### src/hdl/rcdf_pkg.sv
`default_nettype none
// ----------------------------------------------------------------------------
// rcdf_pkg: recent command duplicate filter package
// Field widths and the window reset value shared by the filter.
// ----------------------------------------------------------------------------
package rcdf_pkg;

  localparam int unsigned SEQ_W  = 8;
  localparam int unsigned CMD_W  = 8;
  localparam int unsigned TIME_W = 32;
  localparam int unsigned WIN_W  = 16;

  localparam logic [WIN_W-1:0] WIN_RESET = 16'd1000;

  typedef logic [SEQ_W-1:0]  seq_t;
  typedef logic [CMD_W-1:0]  cmd_t;
  typedef logic [TIME_W-1:0] time_t;
  typedef logic [WIN_W-1:0]  win_t;

endpackage : rcdf_pkg
`default_nettype wire

### src/hdl/recent_command_duplicate_filter_unit.sv
`default_nettype none
// ----------------------------------------------------------------------------
// recent_command_duplicate_filter_unit: recent command duplicate filter
// Flags a received command as a duplicate when a recent table entry holds
// the same sequence and command within the configured window.
// ----------------------------------------------------------------------------
// Usage:
//   Input channel (in_valid_i / in_stall_o) carries one word per received
//   frame: seq_number_i, command_code_i, now_ms_i. Output channel
//   (out_valid_o / out_stall_i) returns one word per input: is_duplicate_o.
//   A word is taken on a rising edge with valid high and stall low.
//   A taken word moves from the input register to the result register,
//   which drives the output; one word per cycle is sustained while
//   out_stall_i stays low. The table search and update run between the
//   input register and the result register, so each word sees the table
//   left by the word before it.
//   A new word is taken while a finished result still waits; when the
//   receiver stalls and both registers are full, in_stall_o rises.
//   Reset clears all table entries, both pipeline registers and sets the
//   window to 1000 ms. cfg_we_i / cfg_wdata_i write the window; write it
//   only while no word is in flight.
// ----------------------------------------------------------------------------
module recent_command_duplicate_filter_unit #(
  parameter int unsigned ENTRIES = 8
) (
  input  wire                  clk_i,
  input  wire                  rst_ni,
  input  wire                  cfg_we_i,
  input  wire rcdf_pkg::win_t  cfg_wdata_i,
  input  wire                  in_valid_i,
  output logic                 in_stall_o,
  input  wire rcdf_pkg::seq_t  seq_number_i,
  input  wire rcdf_pkg::cmd_t  command_code_i,
  input  wire rcdf_pkg::time_t now_ms_i,
  output logic                 out_valid_o,
  input  wire                  out_stall_i,
  output logic                 is_duplicate_o
);

  import rcdf_pkg::*;

  win_t                 win_q;
  logic                 in_vld_q;
  seq_t                 in_seq_q;
  cmd_t                 in_cmd_q;
  time_t                in_time_q;
  logic                 out_vld_q;
  logic                 dup_q;
  logic [ENTRIES-1:0]   slot_vld_q;
  seq_t                 slot_seq_q  [ENTRIES];
  cmd_t                 slot_cmd_q  [ENTRIES];
  time_t                slot_time_q [ENTRIES];

  logic                 advance;
  logic                 in_take;
  logic [ENTRIES-1:0]   hit;
  logic                 dup_d;
  logic                 full;
  logic [ENTRIES-1:0]   wr_sel;
  logic                 upd;
  time_t                age [ENTRIES];

  assign advance    = in_vld_q && (!out_vld_q || !out_stall_i);
  assign in_take    = in_valid_i && !in_stall_o;
  assign in_stall_o = in_vld_q && !advance;

  always_comb begin
    for (int i = 0; i < ENTRIES; i++) begin
      age[i] = in_time_q - slot_time_q[i];
      hit[i] = slot_vld_q[i] && (slot_seq_q[i] == in_seq_q) &&
               (slot_cmd_q[i] == in_cmd_q) &&
               (age[i][TIME_W-1:WIN_W] == '0) && (age[i][WIN_W-1:0] <= win_q);
    end
  end

  assign dup_d = |hit;
  assign full  = slot_vld_q[ENTRIES-1];
  assign upd   = advance && !dup_d;

  // valid bits fill as a prefix, so the lowest free entry follows the last valid one
  always_comb begin
    wr_sel[0] = !slot_vld_q[0];
    for (int i = 1; i < ENTRIES; i++) begin
      wr_sel[i] = !slot_vld_q[i] && slot_vld_q[i-1];
    end
  end

  always_ff @(posedge clk_i or negedge rst_ni) begin
    if (!rst_ni) begin
      win_q      <= WIN_RESET;
      in_vld_q   <= 1'b0;
      out_vld_q  <= 1'b0;
      slot_vld_q <= '0;
    end else begin
      if (cfg_we_i) begin
        win_q <= cfg_wdata_i;
      end
      if (in_take) begin
        in_vld_q <= 1'b1;
      end else if (advance) begin
        in_vld_q <= 1'b0;
      end
      if (advance) begin
        out_vld_q <= 1'b1;
      end else if (!out_stall_i) begin
        out_vld_q <= 1'b0;
      end
      if (upd) begin
        slot_vld_q <= full ? slot_vld_q : (slot_vld_q | wr_sel);
      end
    end
  end

  always_ff @(posedge clk_i) begin
    if (in_take) begin
      in_seq_q  <= seq_number_i;
      in_cmd_q  <= command_code_i;
      in_time_q <= now_ms_i;
    end
    if (advance) begin
      dup_q <= dup_d;
    end
    if (upd) begin
      for (int i = 0; i < ENTRIES; i++) begin
        if (full) begin
          if (i < ENTRIES - 1) begin
            slot_seq_q[i]  <= slot_seq_q[i+1];
            slot_cmd_q[i]  <= slot_cmd_q[i+1];
            slot_time_q[i] <= slot_time_q[i+1];
          end else begin
            slot_seq_q[i]  <= in_seq_q;
            slot_cmd_q[i]  <= in_cmd_q;
            slot_time_q[i] <= in_time_q;
          end
        end else if (wr_sel[i]) begin
          slot_seq_q[i]  <= in_seq_q;
          slot_cmd_q[i]  <= in_cmd_q;
          slot_time_q[i] <= in_time_q;
        end
      end
    end
  end

  assign out_valid_o    = out_vld_q;
  assign is_duplicate_o = dup_q;

  a_new_word_stored: assert property (@(posedge clk_i) disable iff (!rst_ni)
    (advance && !dup_d) |=> slot_vld_q[0])
    else $error("new word left the table empty");

  a_dup_keeps_table: assert property (@(posedge clk_i) disable iff (!rst_ni)
    (advance && dup_d) |=> $stable(slot_vld_q))
    else $error("duplicate word changed the table");

  a_valid_prefix: assert property (@(posedge clk_i) disable iff (!rst_ni)
    ((slot_vld_q & (slot_vld_q + ENTRIES'(1))) == '0))
    else $error("table valid bits are not contiguous");

  a_dup_needs_entry: assert property (@(posedge clk_i) disable iff (!rst_ni)
    (advance && dup_d) |-> (slot_vld_q != '0))
    else $error("duplicate flagged with an empty table");

endmodule : recent_command_duplicate_filter_unit
`default_nettype wire

### config.mk
export PLATFORM = sky130hd
export DESIGN_NAME = recent_command_duplicate_filter_unit
export DESIGN_NICKNAME = d
export VERILOG_FILES = /design/src/hdl/rcdf_pkg.sv /design/src/hdl/recent_command_duplicate_filter_unit.sv
export SDC_FILE = /design/constraint.sdc
export NUM_CORES = 1
export LEC_CHECK = 0
export BUFFER_PORTS_ARGS = -buffer_cell sky130_fd_sc_hd__buf_2
export CORE_ASPECT_RATIO = 1.4
export CORE_MARGIN = 2
export CORE_UTILIZATION = 30
export CTS_BUF_LIST = sky130_fd_sc_hd__clkbuf_16
export DETAILED_ROUTE_END_ITERATION = 10
export SLEW_MARGIN = 20
export SYNTH_ARGS = -nofsm -noshare
export SYNTH_HDL_FRONTEND = slang
export SYNTH_SLANG_ARGS = --single-unit
### constraint.sdc
create_clock -name clk_i -period 7 [get_ports clk_i]
set_clock_uncertainty 0.1 [all_clocks]
set_input_delay 1.4 -clock clk_i [delete_from_list [all_inputs] [get_ports clk_i]]
set_output_delay 1.4 -clock clk_i [all_outputs]
set_load 0.01 [all_outputs]
==> results.md <==
- Max VDD drop: 193 uV
- Ys Warns: 0
- Crit path launch type: register
- CTS Root Cell: clkbuf_16
- WHS Endpoint: out_valid_o
- Antenna violations before repair: 0
- Final HPWL DP: 116000 um
- Highest Signal Layer: met4
- Pins Over Slew Limit: 0
- Core area: 0.136 mm^2
- Worst-path fanout max: 47
- RSZ-0062 raised after global routing: false
- LEAKAGE: 18.0 nW
- R2R depth: 21
- First-pass GRT wire length: 212000 um
- Power Total: 10.4 mW
- Synth Cell Area: 0.0411 mm^2
- Met2 WL post-DR: 74200 um
- Number of synthesized flops with an enable pin: 433
- Total Neg Setup Slack: 0 ns
- Status: complete, no violations
- WL met1: 54000 um
- Period utilisation layout: 0.972
- Num rows: 160
- Share of layout cells above drive strength 1: 0.157
- Met3 WL: 4400 um
- Clk pin slew, worst setup/hold paths: 0.06 ns
- Slew HR: 0.240
- Initial Utilization: 0.302
- Seq/Total Area, Yosys: 0.333
- HP Class: register to register
- Placer congestion estimate: 0.989
- Final Setup Violations: 0
- Reg2reg setup slack: 0.20 ns
- Worst Tran Pin Value: 1.12 ns
- Final ANT Viol Nets: 0
- Net Count, Synth: 4801
- Placed cell area: 0.0442 mm^2
- Htree depth: 2
- Mean post-synth cell area: 9.44 um^2
- Worst R2R End: slot_time_q[0][74]
- Hold path depth: 1
- Largest net degree at the start of global routing: 49
- FMAX: 147 MHz
- Via density: 5.53
- Placed cells: 6179
- Post-layout util: 0.339
- Routed WL: 141000 um
- Cells after synthesis: 4348
- #FFs+latches synth: 459
- Arr. time, crit path: 7.09 ns
- Worst setup EP type: register
- CTS tree: built
- Vias in the first global route: 35500
- Iteration count of the initial detailed-routing pass: 5
- Gr usage total: 0.197
- MaxCap Viol Count: 0
- Clock Path Buffers: 3
- Grt ovf: 0
- Ys async rst share: 0.0566
- Number of I/O pins: 72
- Post-layout minimum cycle time: 6.80 ns
- Die area: 0.140 mm^2
- Setup CP Type: register to register
- Diodes inserted: 0
- Synth Flop Type: edfxtp_1
- # clock sinks: 459
- Worst endpoint required time: 7.29 ns
- DR DRC count: 0
- Vias: 34700
- Synthesis-to-layout area growth: 12.4%
- Synth cell types: 107
- Die Height: 442 um
- Skew-Pair Late Insertion Delay: 0.65 ns
- Final #Nets: 4911
- DRT iter0 DRCs: 2320
- PD cells: 226 mW/mm^2
- HP Start: in_vld_q
- WL per Instance: 22.5 um
- Final instance area: 0.0461 mm^2
- Port bufs: 71
- Die W: 317 um
- CTS Buf Count: 53
- RR Startpoint: in_time_q[10]
- Fin. Hold Viols: 0
- Post-route non-filler standard cell count: 6285
[cells in the mapped netlist (all sizes together), types with 26 or more instances]
cell type	n	area [um^2]
a211oi	39	303
a21o	85	638
a21oi	351	1770
a31oi	29	188
buf	69	539
clkbuf	102	385
edfxtp	433	13000
ha	376	4700
inv	324	1220
mux2	337	3980
mux2i	26	260
nand2	337	1260
nand2b	66	413
nand3	87	435
nand4	155	970
nor2	265	995
nor2b	34	213
nor3	84	437
nor4	63	490
o2111ai	29	254
o211ai	67	503
o21a	61	458
o21ai	209	1050
o21bai	32	240
xnor2	190	1660
xor2	93	815
[cells in the final DEF, fill, tap and decap left out, types with 16 or more instances in the layout]
cell,netlist,layout
a2111oi_0,19,16
a211oi_1,37,37
a21boi_0,16,16
a21o_1,85,85
a21oi_1,348,347
a31oi_1,28,28
and2_1,19,18
and3_1,19,19
buf_12,5,19
buf_2,24,71
buf_4,22,136
clkbuf_16,0,55
dfrtp_1,20,20
edfxtp_1,433,433
ha_1,376,376
inv_1,324,337
mux2_1,16,16
mux2_2,273,273
mux2_4,48,48
mux2i_1,26,26
nand2_1,337,337
nand2b_1,66,66
nand3_1,87,87
nand4_1,155,155
nor2_1,265,264
nor2b_1,34,34
nor3_1,82,82
nor4_1,56,56
o2111ai_1,29,28
o211ai_1,67,67
o21a_1,61,61
o21ai_0,196,195
o21bai_1,32,25
or3_1,24,24
or4_1,20,20
xnor2_1,190,190
xor2_1,93,93
[routing by layer]
layer | vias up | GRT usage
met5 | - | 0
met3 | 356 | 0.0173
li1 | 16600 | -
met1 | 16800 | 0.213
met2 | 983 | 0.372
met4 | 0 | 0.110
[stage by stage]
stage	hold WS (ns)	worst slack, ns
floorplan	0.321	-0.134
global placement	0.372	-0.234
detailed placement	0.382	-0.247
CTS	0.399	0.168
global route	0.439	0.00798
finish	0.395	0.195
[critical path, stage by stage, from the launching register on]
cell	delay (ns)
edfxtp_1	0.60
ha_1	0.56
nand4_1	0.28
nor2_1	0.28
o2111ai_1	0.27
a31oi_1	0.33
nor2_1	0.09
xnor2_1	0.15
ha_1	0.31
nand4_1	0.12
a211o_1	0.29
a21oi_1	0.34
a2111oi_1	0.16
o2111ai_1	0.12
a2111oi_0	0.09
and4_1	0.27
or4_1	0.65
buf_12	0.20
buf_4	0.15
nor4_4	0.40
buf_12	0.33
mux2_2	0.38
[cell families after synthesis]
| logic type | Yosys count | synth area share |
|---|---|---|
| multiplexers | 363 | 0.103 |
| flip-flops | 459 | 0.333 |
| AO/OA/AOI/OAI | 1109 | 0.177 |
| XOR/XNOR | 283 | 0.0604 |
| adder cells (fa/ha/maj) | 384 | 0.118 |
| buffers and inverters | 496 | 0.0522 |
| AND/OR/NAND/NOR | 1254 | 0.156 |
[area by class of cell]
| cell class | count | area, um^2 |
|---|---|---|
| Multi-Input combinational cell | 3393 | 25400 |
| Fill cell | 13800 | 89800 |
| Timing Repair Buffer | 226 | 1760 |
| Inverter | 325 | 1220 |
| Tap cell | 1782 | 2230 |
| Clock inverter | 45 | 536 |
| Clock buffer | 55 | 1380 |
| Sequential cell | 459 | 13700 |
[power by group]
| part | switching, mW | total, mW | internal (mW) |
|---|---|---|---|
| logic | 2.38 | 3.85 | 1.47 |
| clock network | 1.25 | 3.11 | 1.87 |
| registers | 0.174 | 3.48 | 3.31 |
[what timing repair did]
item / 4_1_cts / 5_1_grt
pin swaps: 4 / 0
hold buffers: 0 / 0
setup buffers: 6 / 0
gates resized for setup: 0 / 4
endpoints found under the setup margin: 262 / 429
[sequential cells by signal, summed over array words and instances, names as in the netlist]
signal          cells
slot_vld_q          8
in_time_q          32
in_seq_q            8
is_duplicate_o      1
slot_cmd_q         64
in_cmd_q            8
win_q              16
in_vld_q            1
slot_time_q       256
out_valid_o         1
slot_seq_q         64
[worst max-delay path by stage]
stage	startpoint	endpoint	slack, ns	cells past startpoint
CTS	in_time_q[10]	slot_seq_q[0][20]	0.17	21
detailed placement	in_time_q[10]	slot_time_q[0][35]	-0.25	20
global placement	in_time_q[10]	slot_time_q[0][36]	-0.23	20
finish	in_time_q[10]	slot_time_q[0][74]	0.20	21
global route	in_time_q[10]	slot_time_q[0][80]	0.008	21
floorplan	in_time_q[1]	slot_cmd_q[0][0]	-0.13	20
Power figures use the tool's default switching activity.
